**src/sv/ucc_pkg.sv**
```systemverilog
// Shared types, constants and helper functions for the UTF-8 code point codec.
package ucc_pkg;

  localparam int unsigned CP_W = 21;
  localparam int unsigned CNT_W = 3;

  // Action codes
  localparam logic ACT_DECODE = 1'b0;
  localparam logic ACT_ENCODE = 1'b1;

  // Code point limits
  localparam logic [CP_W-1:0] CP_MAX = 21'h10ffff;
  localparam logic [CP_W-1:0] SURR_LO = 21'h00d800;
  localparam logic [CP_W-1:0] SURR_HI = 21'h00dfff;
  localparam logic [CP_W-1:0] LIM_1B = 21'h000080;
  localparam logic [CP_W-1:0] LIM_2B = 21'h000800;
  localparam logic [CP_W-1:0] LIM_3B = 21'h010000;
  localparam logic [CP_W-1:0] INVALID_RESET = 21'h00ffff;

  // Byte marks
  localparam logic [7:0] LEAD2_MARK = 8'hc0;
  localparam logic [7:0] LEAD3_MARK = 8'he0;
  localparam logic [7:0] LEAD4_MARK = 8'hf0;
  localparam logic [7:0] LEAD4_MASK = 8'hf8;
  localparam logic [7:0] CONT_MARK = 8'h80;

  // Sequence lengths
  localparam logic [CNT_W-1:0] LEN_CONT = 3'd0;
  localparam logic [CNT_W-1:0] LEN_1 = 3'd1;
  localparam logic [CNT_W-1:0] LEN_2 = 3'd2;
  localparam logic [CNT_W-1:0] LEN_3 = 3'd3;
  localparam logic [CNT_W-1:0] LEN_4 = 3'd4;

  // Classified transaction after the first stage
  typedef struct packed {
    logic            action;
    logic [CNT_W-1:0] cnt;
    logic [CP_W-1:0] cand;
    logic            use_inv;
  } cls_t;

  // Resolved code point after the second stage
  typedef struct packed {
    logic            action;
    logic [CNT_W-1:0] cnt;
    logic [CP_W-1:0] point;
  } sel_t;

  // Result transaction
  typedef struct packed {
    logic [CP_W-1:0] point_out;
    logic [7:0]      out_byte0;
    logic [7:0]      out_byte1;
    logic [7:0]      out_byte2;
    logic [7:0]      out_byte3;
    logic [CNT_W-1:0] byte_count;
  } res_t;

  // Sequence length from the lead byte's upper nibble
  function automatic logic [CNT_W-1:0] lead_len(input logic [3:0] nib);
    logic [CNT_W-1:0] len;
    case (nib)
      4'h0, 4'h1, 4'h2, 4'h3, 4'h4, 4'h5, 4'h6, 4'h7: len = LEN_1;
      4'hc, 4'hd: len = LEN_2;
      4'he: len = LEN_3;
      4'hf: len = LEN_4;
      default: len = LEN_CONT;
    endcase
    return len;
  endfunction

  function automatic logic is_surrogate(input logic [CP_W-1:0] v);
    return (v >= SURR_LO) && (v <= SURR_HI);
  endfunction

endpackage

```
**src/sv/ucc_classify.sv**
```systemverilog
// First stage: classify the transaction and assemble the candidate code point.
module ucc_classify (
  input  logic                      clk,
  input  logic                      rst,
  input  logic                      in_valid,
  output logic                      in_stall,
  input  logic                      action,
  input  logic [7:0]                in_byte0,
  input  logic [7:0]                in_byte1,
  input  logic [7:0]                in_byte2,
  input  logic [7:0]                in_byte3,
  input  logic [ucc_pkg::CP_W-1:0]  point_in,
  output logic                      out_valid,
  input  logic                      out_stall,
  output ucc_pkg::cls_t             out_data
);

  ucc_pkg::cls_t cls_next;
  logic [ucc_pkg::CNT_W-1:0] len;
  logic [ucc_pkg::CP_W-1:0] pt3;

  assign len = ucc_pkg::lead_len(in_byte0[7:4]);
  assign pt3 = {5'd0, in_byte0[3:0], in_byte1[5:0], in_byte2[5:0]};

  // Build candidate value and invalid flag
  always_comb begin
    cls_next.action = action;
    cls_next.cnt = len;
    cls_next.cand = '0;
    cls_next.use_inv = 1'b0;
    if (action == ucc_pkg::ACT_ENCODE) begin
      cls_next.cand = point_in;
      cls_next.use_inv = (point_in > ucc_pkg::CP_MAX) || ucc_pkg::is_surrogate(point_in);
    end else begin
      case (len)
        ucc_pkg::LEN_1: begin
          cls_next.cand = {13'd0, in_byte0};
        end
        ucc_pkg::LEN_2: begin
          cls_next.cand = {10'd0, in_byte0[4:0], in_byte1[5:0]};
        end
        ucc_pkg::LEN_3: begin
          cls_next.cand = pt3;
          cls_next.use_inv = ucc_pkg::is_surrogate(pt3);
        end
        default: begin
          // continuation lead or four-byte lead
          if ((in_byte0 & ucc_pkg::LEAD4_MASK) == ucc_pkg::LEAD4_MARK) begin
            cls_next.cand = {in_byte0[2:0], in_byte1[5:0], in_byte2[5:0], in_byte3[5:0]};
          end else begin
            cls_next.use_inv = 1'b1;
          end
        end
      endcase
    end
  end

  // Hold while the result is stalled
  assign in_stall = out_valid && out_stall;

  always_ff @(posedge clk) begin
    if (rst) begin
      out_valid <= 1'b0;
    end else if (!in_stall) begin
      out_valid <= in_valid;
    end
  end

  always_ff @(posedge clk) begin
    if (!in_stall && in_valid) begin
      out_data <= cls_next;
    end
  end

endmodule

```
**src/sv/ucc_select.sv**
```systemverilog
// Second stage: substitute the invalid value and size the encoded sequence.
module ucc_select (
  input  logic                      clk,
  input  logic                      rst,
  input  logic [ucc_pkg::CP_W-1:0]  invalid_value,
  input  logic                      in_valid,
  output logic                      in_stall,
  input  ucc_pkg::cls_t             in_data,
  output logic                      out_valid,
  input  logic                      out_stall,
  output ucc_pkg::sel_t             out_data
);

  ucc_pkg::sel_t sel_next;
  logic [ucc_pkg::CP_W-1:0] value;

  assign value = in_data.use_inv ? invalid_value : in_data.cand;

  // Pick the length class for encoding
  always_comb begin
    sel_next.action = in_data.action;
    sel_next.point = value;
    sel_next.cnt = in_data.cnt;
    if (in_data.action == ucc_pkg::ACT_ENCODE) begin
      if (value < ucc_pkg::LIM_1B) begin
        sel_next.cnt = ucc_pkg::LEN_1;
      end else if (value < ucc_pkg::LIM_2B) begin
        sel_next.cnt = ucc_pkg::LEN_2;
      end else if (value < ucc_pkg::LIM_3B) begin
        sel_next.cnt = ucc_pkg::LEN_3;
      end else begin
        sel_next.cnt = ucc_pkg::LEN_4;
      end
    end
  end

  assign in_stall = out_valid && out_stall;

  always_ff @(posedge clk) begin
    if (rst) begin
      out_valid <= 1'b0;
    end else if (!in_stall) begin
      out_valid <= in_valid;
    end
  end

  always_ff @(posedge clk) begin
    if (!in_stall && in_valid) begin
      out_data <= sel_next;
    end
  end

endmodule

```
**src/sv/ucc_format.sv**
```systemverilog
// Third stage: format the result transaction into code point or UTF-8 bytes.
module ucc_format (
  input  logic          clk,
  input  logic          rst,
  input  logic          in_valid,
  output logic          in_stall,
  input  ucc_pkg::sel_t in_data,
  output logic          out_valid,
  input  logic          out_stall,
  output ucc_pkg::res_t out_data
);

  ucc_pkg::res_t res_next;
  logic [ucc_pkg::CP_W-1:0] p;

  assign p = in_data.point;

  // Lay out the bytes for the chosen length
  always_comb begin
    res_next = '0;
    res_next.byte_count = in_data.cnt;
    if (in_data.action == ucc_pkg::ACT_DECODE) begin
      res_next.point_out = p;
    end else begin
      case (in_data.cnt)
        ucc_pkg::LEN_1: begin
          res_next.out_byte0 = p[7:0];
        end
        ucc_pkg::LEN_2: begin
          res_next.out_byte0 = ucc_pkg::LEAD2_MARK | {3'd0, p[10:6]};
          res_next.out_byte1 = ucc_pkg::CONT_MARK | {2'd0, p[5:0]};
        end
        ucc_pkg::LEN_3: begin
          res_next.out_byte0 = ucc_pkg::LEAD3_MARK | {4'd0, p[15:12]};
          res_next.out_byte1 = ucc_pkg::CONT_MARK | {2'd0, p[11:6]};
          res_next.out_byte2 = ucc_pkg::CONT_MARK | {2'd0, p[5:0]};
        end
        default: begin
          res_next.out_byte0 = ucc_pkg::LEAD4_MARK | {5'd0, p[20:18]};
          res_next.out_byte1 = ucc_pkg::CONT_MARK | {2'd0, p[17:12]};
          res_next.out_byte2 = ucc_pkg::CONT_MARK | {2'd0, p[11:6]};
          res_next.out_byte3 = ucc_pkg::CONT_MARK | {2'd0, p[5:0]};
        end
      endcase
    end
  end

  assign in_stall = out_valid && out_stall;

  always_ff @(posedge clk) begin
    if (rst) begin
      out_valid <= 1'b0;
    end else if (!in_stall) begin
      out_valid <= in_valid;
    end
  end

  always_ff @(posedge clk) begin
    if (!in_stall && in_valid) begin
      out_data <= res_next;
    end
  end

endmodule

```
**src/sv/utf8_codepoint_codec_core.sv**
```systemverilog
// Top level of the UTF-8 code point codec: config register and three-stage pipeline.
//
//   channel  direction  handshake            payload
//   input    in         in_valid / in_stall  action, in_byte0..3, point_in
//   output   out        out_valid/out_stall  point_out, out_byte0..3, byte_count
//   config   in         cfg_we               cfg_wdata (invalid_value)
//
// A transaction passes through the three register stages (classify, select,
// format) in turn, each of which loads whenever it is empty or its successor
// moves; one is accepted every cycle while no stall holds the input.
// Reset (synchronous, rst high) empties the pipeline and sets invalid_value to 0xFFFF.
// A stall holds the last stage; earlier stages keep filling their empty slots.
module utf8_codepoint_codec_core (
  input  logic                      clk,
  input  logic                      rst,
  input  logic                      cfg_we,
  input  logic [ucc_pkg::CP_W-1:0]  cfg_wdata,
  input  logic                      in_valid,
  output logic                      in_stall,
  input  logic                      action,
  input  logic [7:0]                in_byte0,
  input  logic [7:0]                in_byte1,
  input  logic [7:0]                in_byte2,
  input  logic [7:0]                in_byte3,
  input  logic [ucc_pkg::CP_W-1:0]  point_in,
  output logic                      out_valid,
  input  logic                      out_stall,
  output logic [ucc_pkg::CP_W-1:0]  point_out,
  output logic [7:0]                out_byte0,
  output logic [7:0]                out_byte1,
  output logic [7:0]                out_byte2,
  output logic [7:0]                out_byte3,
  output logic [ucc_pkg::CNT_W-1:0] byte_count
);

  logic [ucc_pkg::CP_W-1:0] invalid_value;
  logic cls_valid, cls_stall;
  logic sel_valid, sel_stall;
  ucc_pkg::cls_t cls_data;
  ucc_pkg::sel_t sel_data;
  ucc_pkg::res_t res_data;

  // Write the invalid-value register
  always_ff @(posedge clk) begin
    if (rst) begin
      invalid_value <= ucc_pkg::INVALID_RESET;
    end else if (cfg_we) begin
      invalid_value <= cfg_wdata;
    end
  end

  ucc_classify u_classify (
    .clk       (clk),
    .rst       (rst),
    .in_valid  (in_valid),
    .in_stall  (in_stall),
    .action    (action),
    .in_byte0  (in_byte0),
    .in_byte1  (in_byte1),
    .in_byte2  (in_byte2),
    .in_byte3  (in_byte3),
    .point_in  (point_in),
    .out_valid (cls_valid),
    .out_stall (cls_stall),
    .out_data  (cls_data)
  );

  ucc_select u_select (
    .clk           (clk),
    .rst           (rst),
    .invalid_value (invalid_value),
    .in_valid      (cls_valid),
    .in_stall      (cls_stall),
    .in_data       (cls_data),
    .out_valid     (sel_valid),
    .out_stall     (sel_stall),
    .out_data      (sel_data)
  );

  ucc_format u_format (
    .clk       (clk),
    .rst       (rst),
    .in_valid  (sel_valid),
    .in_stall  (sel_stall),
    .in_data   (sel_data),
    .out_valid (out_valid),
    .out_stall (out_stall),
    .out_data  (res_data)
  );

  // Drive the result ports
  assign point_out  = res_data.point_out;
  assign out_byte0  = res_data.out_byte0;
  assign out_byte1  = res_data.out_byte1;
  assign out_byte2  = res_data.out_byte2;
  assign out_byte3  = res_data.out_byte3;
  assign byte_count = res_data.byte_count;

  // A stalled classify or select stage keeps its transaction
  a_cls_hold: assert property (@(posedge clk) disable iff (rst)
    cls_valid && cls_stall |=> cls_valid)
    else $error("classify stage dropped a stalled transaction");

  a_sel_hold: assert property (@(posedge clk) disable iff (rst)
    sel_valid && sel_stall |=> sel_valid)
    else $error("select stage dropped a stalled transaction");

  // A decoded code point never comes with encoded bytes
  a_dec_no_bytes: assert property (@(posedge clk) disable iff (rst)
    out_valid && (point_out != '0) |-> (out_byte0 == 8'd0) && (out_byte3 == 8'd0))
    else $error("result carries both a code point and bytes");

  // Encoded bytes always come with a length
  a_bytes_len: assert property (@(posedge clk) disable iff (rst)
    out_valid && (out_byte0 != 8'd0) |-> (byte_count != ucc_pkg::LEN_CONT))
    else $error("encoded bytes without a length");

  // A four-byte encoding ends in a continuation byte
  a_four_tail: assert property (@(posedge clk) disable iff (rst)
    out_valid && (out_byte0 != 8'd0) && (byte_count == ucc_pkg::LEN_4)
      |-> (out_byte3[7:6] == 2'b10))
    else $error("four-byte encoding lacks a continuation tail");

endmodule

```
**config.mk**
```make
export PLATFORM = sky130hd
export DESIGN_NAME = utf8_codepoint_codec_core
export DESIGN_NICKNAME = d
export VERILOG_FILES = /design/src/sv/ucc_pkg.sv /design/src/sv/ucc_classify.sv /design/src/sv/ucc_select.sv /design/src/sv/ucc_format.sv /design/src/sv/utf8_codepoint_codec_core.sv
export SDC_FILE = /design/constraint.sdc
export NUM_CORES = 1
export LEC_CHECK = 0
export ABC_AREA = 1
export ABC_CLOCK_PERIOD_IN_PS = 5060
export BUFFER_PORTS_ARGS = -buffer_cell sky130_fd_sc_hd__buf_2
export CAP_MARGIN = 20
export CORE_ASPECT_RATIO = 0.7
export CORE_MARGIN = 2
export CORE_UTILIZATION = 53
export CTS_CLUSTER_DIAMETER = 200
export DETAILED_ROUTE_END_ITERATION = 8
export PLACE_DENSITY = 0.82
export SETUP_SLACK_MARGIN = 0.3
export SLEW_MARGIN = 25
export SYNTH_ARGS = -nofsm -noshare
export SYNTH_HDL_FRONTEND = slang
export SYNTH_HIERARCHICAL = 1
export SYNTH_SLANG_ARGS = --single-unit
```
**constraint.sdc**
```tcl
create_clock -name clk -period 5.06 [get_ports clk]
set_input_delay 0.253 -clock clk [delete_from_list [all_inputs] [get_ports clk]]
set_output_delay 0.253 -clock clk [all_outputs]
set_load 0.01 [all_outputs]
```
==> results of run 1 <==
-- worst register-to-register path, cell delays in order (launching register included) --
cell	delay [ns]
edfxtp_1	0.85
inv_4	0.25
nand2_1	0.13
nand2_1	0.12
nor2_2	0.13
nand2_1	0.08
o22ai_1	0.13
inv_1	0.06
-- cells in the mapped netlist (3+ instances only) --
master	count
nand2_4	4
o21ai_0	30
buf_1	3
nand3_1	53
o22ai_1	4
edfxtp_1	104
buf_4	6
nor2_4	3
inv_2	4
a21oi_1	14
inv_1	75
nor2_2	4
nand4_1	13
nor2_1	114
buf_6	7
nand2_1	159
o21ai_2	4
o21ai_1	5
dfxtp_1	24
buf_2	10
nand2_2	19
-- kinds of logic (layout without fill, tap and decap cells) --
| logic type | Yosys count | in the layout |
|---|---|---|
| compound gates | 58 | 58 |
| buf+inv | 112 | 245 |
| flops | 128 | 128 |
| other cells | 1 | 3 |
| simple gates | 372 | 372 |
-- per-layer routing --
metal  vias up  wire length [um]  global-route usage
met5         -                 0                   0
met4         0               283              0.0942
met3        21              1150              0.0607
met2       290              6650               0.388
met1      2304              6470               0.335
li1       2418                 -                   -
-- stage by stage --
step                      area [um^2]  std cells  setup WS (ns)  utilization
after floorplan                  6070        673           1.91            -
after global placement           6720        927           3.14        0.606
after detailed placement         6730        927           3.11        0.606
after CTS                        7290        959           3.08        0.658
after global routing             7290        959           2.90        0.658
final                            7290        959           3.07        0.658
-- how the worst min path moves through the flow --
stage / to / slack [ns] / cells after the start / start
floorplan: u_classify/out_valid / 0.32 / 1 / rst
global placement: invalid_value[1] / 0.45 / 2 / invalid_value[1]
detailed placement: invalid_value[1] / 0.45 / 2 / invalid_value[1]
CTS: u_format/out_valid / 0.04 / 2 / rst
global route: u_format/out_valid / 0.05 / 2 / rst
finish: u_format/out_valid / 0.05 / 2 / rst
-- state kept, by name, summed over array words and instances, names as in the netlist --
signal,cells
invalid_value,21
u_classify/out_data,26
u_classify/out_valid,1
u_format/out_data,53
u_format/out_valid,1
u_select/out_data,25
u_select/out_valid,1
-- where the power goes --
group | switching (mW) | internal [mW] | total (mW)
combinational | 0.167 | 0.0835 | 0.250
clock | 0.442 | 0.721 | 1.16
sequential | 0.0323 | 1.20 | 1.24
-- area by class of cell --
class	instances	area, um^2
fillers	891	3800
clock inverters	14	140
inverters	82	315
well taps	153	191
repair buffers	131	663
clock buffers	18	429
multi-input cells	433	1950
flip-flops and latches	128	3600
==> Flow_metrics.wiki, run 1 <==
{| class="wikitable"
! Metric !! Value
|-
| Outcome || finished, final reports clean
|-
| Wire length of the first global-routing pass || 23.3 mm
|-
| Number of search-and-repair iterations in the first detailed-routing pass || 6
|-
| Fin. max-slew vios || 0
|-
| Top post-synthesis cells by area || edfxtp_1 (52%), nand2_1 (9.9%), dfxtp_1 (7.9%), nor2_1 (7.1%), inv_1 (4.6%)
|-
| Required time at the endpoint of the critical path || roughly 5.2 ns
|-
| Routed wire per std cell || 15.2 um
|-
| Beginning of the worst register-to-register path || u_classify/out_data[0]
|-
| Library cell appearing most often on the critical path || nand2_1
|-
| Combined buffer and inverter count along the critical path || 2
|-
| Dominant combinational cell family by area after synthesis || simple AND/OR/NAND/NOR gates
|-
| Initial detailed-routing violation count || 555
|-
| Number of resized instances in the post-cts repair step || 0
|-
| Adder-cell area share of the yosys netlist || 0
|-
| Aggregate global routing overflow || 0
|-
| Post-synthesis simple-gate area fraction || 0.266
|-
| Number of failing hold endpoints at the final stage || 0
|-
| Hold_ws || between 0.04 and 0.05 ns
|-
| Ratio of routed vias to standard cells || 5.25
|-
| Number of global-route vias before repair || 4669
|-
| Die boundary height || 93.5 um
|-
| Worst-path cell chain || inv_4 -> nand2_1 -> nand2_1 -> nor2_2 -> nand2_1 -> o22ai_1 -> inv_1
|-
| Worst reg2reg setup slack || 3.07 ns
|-
| Max-cap violations || 0
|-
| Number of stages on the worst setup path || 7
|-
| Mux cell area share after synthesis || 0
|-
| Global Route Usage Sum || 0.247
|-
| Floorplan die width || 132 um
|-
| Achievable Freq || approximately 500 MHz
|-
| Cell row count || 32
|-
| Hold-fix buffers, CTS || 0
|-
| Most frequent cells in the layout || nand2_1 (159), buf_2 (128), nor2_1 (111), edfxtp_1 (104), inv_1 (75)
|-
| Count of buffers added by post-CTS timing repair for setup || 0
|-
| Netlist cell types || 31
|-
| Total inserted antenna cells || 0
|-
| Register-to-Register Path Depth || 7
|-
| Die Outline Area || 12300 um^2
|-
| Starting utilization of the core area || 0.546
|-
| Slowest Stage Delay on Critical Path || 0.85 ns
|-
| Antenna violations before repair || 0
|-
| Primary flip-flop cell chosen by synthesis mapping || edfxtp_1
|-
| Final setup violation count || 0
|-
| Synthesized-area fraction occupied by ao, oa, aoi and oai cells || 0.0516
|-
| Mapped Avg Cell Area || between 9 and 10 um^2
|-
| Fraction of final layout cells with drive strength greater than 1 || 0.252
|-
| Sum of internal, switching and leakage power || roughly 2.6 mW
|-
| Proportion of register bits with asynchronous set or reset after synthesis || 0
|-
| Beginning of the critical path || u_classify/out_data[0]
|-
| Final net count || 873
|-
| H-tree levels || 4
|-
| Number of synthesized register bits || 128
|-
| Antenna viol nets, final || 0
|-
| Slowest stage cell, crit path || edfxtp_1
|-
| Growth of design area from synthesis to finish || 20.4%
|-
| Most common library cell in the layout ignoring fill and taps || nand2_1
|-
| Leak Pwr || 3.36 nW
|-
| Clock skew || 0.00948 ns
|-
| Transition time at the pin with the least slew margin || 0.984 ns
|-
| Clk pin slew, worst setup/hold paths || 0.06 ns
|-
| Via count || 5033
|-
| CTS tree || built
|-
| Number of sinks handled by clock tree synthesis || approximately 130
|-
| Arrival time at the worst endpoint || between 2 and 2.5 ns
|-
| Fraction of the cycle the final worst path needs || 0.394
|-
| Pin count of the biggest net entering global routing || 54
|-
| Cell class contributing the biggest share of worst-path delay || flip-flops
|-
| Hold WC Path Type || in2reg
|-
| Power Dens Cells || 363 nW/um^2
|-
| Final weighted congestion in routability-driven placement || around 0.91
|-
| Capture point of the worst reg-to-reg path || u_select/out_data[23]
|-
| Kind of start point of the critical path || register
|-
| Gate count after technology mapping || 671
|-
| Endpoint kind of the worst setup timing path || register
|-
| RSZ-0062 raised after global routing || no
|-
| Wire length reported by the detailed router || 14.5 mm
|-
| EDFF count, synth || around 100
|-
| Post-synth top area cell || edfxtp_1
|-
| Maximum clock path buffer count || 2
|-
| Post-route minimum period || ~2 ns
|-
| Register area share after synthesis || 0.595
|-
| Half-perimeter wire length after detailed placement || approximately 10 mm
|-
| Root cell of the clock tree || clkbuf_16
|-
| Post-synth top area share || 0.515
|-
| Post-synthesis share of cell area spent on xor and xnor gates || 0
|-
| Later-pin clock latency in the skew report || 0.41 ns
|-
| Maximum fanout count along the critical path || 26
|-
| Critical path class || reg2reg
|-
| Standard cell core area || about 11000 um^2
|-
| Relative slew slack || 0.343
|-
| Number of buffers added on ports || 128
|-
| Worst setup path endpoint || u_select/out_data[23]
|-
| Netlist Area Pre-Place || 6060 um^2
|-
| DR DRC count || 0
|-
| Ports || 138
|-
| Number of warnings issued by yosys || 6
|-
| Setup TNS || 0 ns
|-
| CTS Buf Count || 17
|-
| Maximum ir drop on the vdd rail || approximately 260 uV
|}
No activity file was read; power rests on OpenSTA's default activity.
==> run 2: changes to the inputs <==
--- a/config.mk
+++ b/config.mk
@@ -5,8 +5,8 @@
 export SDC_FILE = /design/constraint.sdc
 export NUM_CORES = 1
 export LEC_CHECK = 0
-export ABC_AREA = 1
-export ABC_CLOCK_PERIOD_IN_PS = 5060
+export ABC_AREA = 0
+export ABC_CLOCK_PERIOD_IN_PS = 2050
 export BUFFER_PORTS_ARGS = -buffer_cell sky130_fd_sc_hd__buf_2
 export CAP_MARGIN = 20
 export CORE_ASPECT_RATIO = 0.7
==> constraint.sdc (replaced) <==
create_clock -name clk -period 2.05 [get_ports clk]
set_input_delay 0.1025 -clock clk [delete_from_list [all_inputs] [get_ports clk]]
set_output_delay 0.1025 -clock clk [all_outputs]
set_load 0.01 [all_outputs]
==> run 2 against run 1 <==
Clock skew is 0.0024 ns lower; first-iteration DRC count shrank 14%; sequential share of layout area fell by 0.71 points; largest cell class unchanged.
==> Flow_metrics.wiki, run 2 <==
{| class="wikitable"
! Metric !! Value
|-
| Ports || 138 (unchanged)
|-
| Setup TNS || 0 ns (unchanged)
|-
| Transition time at the pin with the least slew margin || 0.821 ns (was 0.984 ns)
|-
| Placed cells || 683 (was 927)
|-
| Post-synthesis simple-gate area fraction || 0.120 (was 0.266)
|-
| Number of failing hold endpoints at the final stage || 0 (unchanged)
|-
| Synthesized-area fraction occupied by ao, oa, aoi and oai cells || 0.144 (was 0.0516)
|-
| Post-route minimum period || 2.00 ns (was 1.99 ns)
|-
| Number of global-route vias before repair || 4075 (was 4669)
|-
| Required time at the endpoint of the critical path || 2.21 ns (was 5.22 ns)
|-
| Antenna violations before repair || 0 (unchanged)
|-
| Global Route Usage Sum || 0.249 (was 0.247)
|-
| Via count || 4264 (was 5033)
|-
| Primary flip-flop cell chosen by synthesis mapping || edfxtp_1 (unchanged)
|-
| CTS Buf Count || 17 (unchanged)
|-
| Dominant combinational cell family by area after synthesis || compound AO/OA/AOI/OAI gates (was simple AND/OR/NAND/NOR gates)
|-
| Fill cells || 718 (was 891)
|-
| Final weighted congestion in routability-driven placement || 0.916 (was 0.911)
|-
| Fraction of final layout cells with drive strength greater than 1 || 0.338 (was 0.252)
|-
| Gate count after technology mapping || 439 (was 671)
|-
| Maximum fanout count along the critical path || 4 (was 26)
|-
| Ratio of routed vias to standard cells || 5.72 (was 5.25)
|-
| Outcome || finished, final reports clean (unchanged)
|-
| Total inserted antenna cells || 0 (unchanged)
|-
| Mux cell area share after synthesis || 0.0660 (was 0)
|-
| Critical path class || reg2reg (unchanged)
|-
| Beginning of the worst register-to-register path || u_classify/out_data[0] (unchanged)
|-
| Post-synth top area cell || edfxtp_1 (unchanged)
|-
| Layout Cell Area excl Fill || 7400 um^2 (was 7290 um^2)
|-
| Most frequent cells in the layout || buf_2 (128), edfxtp_1 (104), nor2b_1 (39), dlygate4sd3_1 (26), dfxtp_1 (24) (was nand2_1 (159), buf_2 (128), nor2_1 (111), edfxtp_1 (104), inv_1 (75))
|-
| Dominant cell by count in the synthesized netlist || edfxtp_1 (was nand2_1)
|-
| Number of warnings issued by yosys || 6 (unchanged)
|-
| Number of sinks handled by clock tree synthesis || 128 (unchanged)
|-
| Power Dens Cells || 887 nW/um^2 (was 363 nW/um^2)
|-
| Fin. max-slew vios || 0 (unchanged)
|-
| Endpoint kind of the worst setup timing path || register (unchanged)
|-
| Wire length of the first global-routing pass || 21.8 mm (was 23.3 mm)
|-
| Final standard cell count with taps included and fillers excluded || 745 (was 959)
|-
| H-tree levels || 4 (unchanged)
|-
| Netlist Area Pre-Place || 5740 um^2 (was 6060 um^2)
|-
| Proportion of register bits with asynchronous set or reset after synthesis || 0 (unchanged)
|-
| Maximum clock path buffer count || 2 (unchanged)
|-
| Growth of design area from synthesis to finish || 28.9% (was 20.4%)
|-
| Registers with the most flip-flops || u_format/out_data x53, u_classify/out_data x26, u_select/out_data x25 (unchanged)
|-
| Leak Pwr || 2.91 nW (was 3.36 nW)
|-
| Number of synthesized register bits || 128 (unchanged)
|-
| Register area share after synthesis || 0.627 (was 0.595)
|-
| Relative slew slack || 0.453 (was 0.343)
|-
| CTS tree || built (unchanged)
|-
| Half-perimeter wire length after detailed placement || 9.54 mm (was 10.5 mm)
|-
| Adder-cell area share of the yosys netlist || 0 (unchanged)
|-
| Later-pin clock latency in the skew report || 0.41 ns (about the same)
|-
| Beginning of the critical path || u_classify/out_data[0] (unchanged)
|-
| Arrival time at the worst endpoint || 2.16 ns (about the same)
|-
| Die boundary height || 91.1 um (was 93.5 um)
|-
| Standard cell core area || 10400 um^2 (was 11100 um^2)
|-
| DR DRC count || 0 (unchanged)
|-
| Area after detailed placement || 6490 um^2 (was 6730 um^2)
|-
| Wire length reported by the detailed router || 14.0 mm (was 14.5 mm)
|-
| Floorplan die width || 128 um (was 132 um)
|-
| Root cell of the clock tree || clkbuf_16 (unchanged)
|-
| Initial detailed-routing violation count || 475 (was 555)
|-
| Starting utilization of the core area || 0.550 (was 0.546)
|-
| Number of buffers added on ports || 128 (unchanged)
|-
| Aggregate global routing overflow || 0 (unchanged)
|-
| Cell row count || 31 (was 32)
|-
| Post-synth top area share || 0.544 (was 0.515)
|-
| Clock skew || 0.00706 ns (was 0.00948 ns)
|-
| Top post-synthesis cells by area || edfxtp_1 (54%), dfxtp_1 (8.4%), nor2b_1 (4.6%), mux2_2 (4.1%), a211o_1 (2.4%) (was edfxtp_1 (52%), nand2_1 (9.9%), dfxtp_1 (7.9%), nor2_1 (7.1%), inv_1 (4.6%))
|-
| Number of search-and-repair iterations in the first detailed-routing pass || 8 (was 6)
|-
| Final net count || 680 (was 873)
|-
| Netlist cell types || 54 (was 31)
|-
| Clk pin slew, worst setup/hold paths || 0.05 ns (was 0.06 ns)
|-
| RSZ-0062 raised after global routing || yes (was no)
|-
| Ranking of synthesized cells by instance count || edfxtp_1 (104), nor2b_1 (42), dfxtp_1 (24) (was nand2_1 (159), nor2_1 (114), edfxtp_1 (104))
|-
| Worst hold start || point_in[12] (was rst)
|-
| Antenna viol nets, final || 0 (unchanged)
|-
| Kind of start point of the critical path || register (unchanged)
|-
| Largest reg by FF count || u_format/out_data (unchanged)
|-
| Maximum ir drop on the vdd rail || 648 uV (was 255 uV)
|-
| EDFF count, synth || 104 (unchanged)
|-
| Achievable Freq || 500 MHz (was 502 MHz)
|-
| Die Outline Area || 11700 um^2 (was 12300 um^2)
|-
| Pin count of the biggest net entering global routing || 54 (unchanged)
|-
| Post-synthesis share of cell area spent on xor and xnor gates || 0 (unchanged)
|-
| Most common library cell in the layout ignoring fill and taps || buf_2 (was nand2_1)
|-
| Hold WC Path Type || in2reg (unchanged)
|-
| Number of flip-flops in the largest register || 53 (unchanged)
|-
| Routed wire per std cell || 18.8 um (was 15.2 um)
|-
| Fraction of the cycle the final worst path needs || 0.976 (was 0.394)
|-
| Mapped Avg Cell Area || 13.1 um^2 (was 9.03 um^2)
|-
| Max-cap violations || 0 (unchanged)
|-
| Final setup violation count || 0 (unchanged)
|}
[run 2: area by class of cell]
| class | instances | area (um^2) | area share |
|---|---|---|---|
| Clock inverter | 13 | 120 | 0.0162 |
| Sequential cell | 128 | 3600 | 0.487 |
| Timing Repair Buffer | 170 | 1080 | 0.146 |
| Tap cell | 132 | 165 | 0.0223 |
| Inverter | 8 | 30.0 | 0.00406 |
| Clock buffer | 19 | 433 | 0.0585 |
| Multi-Input combinational cell | 275 | 1970 | 0.266 |
[run 2: per-layer routing]
| layer | up-vias | global-route usage | wire [um] |
|---|---|---|---|
| met5 | - | 0 | 0 |
| met4 | 0 | 0.0668 | 106 |
| met3 | 12 | 0.0902 | 1180 |
| met2 | 233 | 0.379 | 6460 |
| met1 | 2029 | 0.340 | 6290 |
| li1 | 1990 | - | - |
[run 2: where the power goes]
part	internal (mW)	total (mW)	switching (mW)
Combinational	0.338	0.692	0.354
Sequential	2.98	3.07	0.0873
Clock	1.76	2.80	1.04
[run 2: what timing repair did]
action,in CTS,in global routing
endpoints found under the setup margin,16,10
setup buffers,3,1
hold endpoints to repair,26,0
gates cloned,0,0
resized for setup,6,3
hold buffers,26,0
pin swaps,3,1
[run 2: kinds of logic after synthesis]
logic type | count (synthesis)
AND/OR/NAND/NOR | 121
flip-flops | 128
AO/OA/AOI/OAI | 117
other | 1
buffers and inverters | 38
multiplexers | 34
[run 2: worst max-delay path, stage by stage (launching register included)]
cell       delay (ns)
edfxtp_1         0.44
buf_6            0.17
mux2_4           0.30
or4_4            0.57
nor3b_2          0.19
o2bb2ai_1        0.08
[run 2: final timing paths]
check	endpoint	slack, ns	depth (start not counted)
worst min-delay path	u_classify/out_data[13]	0.03	3
worst min register to register	u_select/out_data[24]	0.49	0
worst max-delay path	u_select/out_data[21]	0.05	5
worst max register to register	u_select/out_data[21]	0.05	5
[run 2: through the flow]
step,worst slack [ns],hold WS [ns],power (mW),utilization
after floorplan,0.167,0.175,3.49,-
after global placement,0.107,0.308,3.70,0.622
after detailed placement,0.0722,0.314,3.72,0.622
after CTS,0.107,0.00442,6.60,0.706
after global routing,0.00942,0.0210,6.80,0.709
final,0.0492,0.0281,6.57,0.709
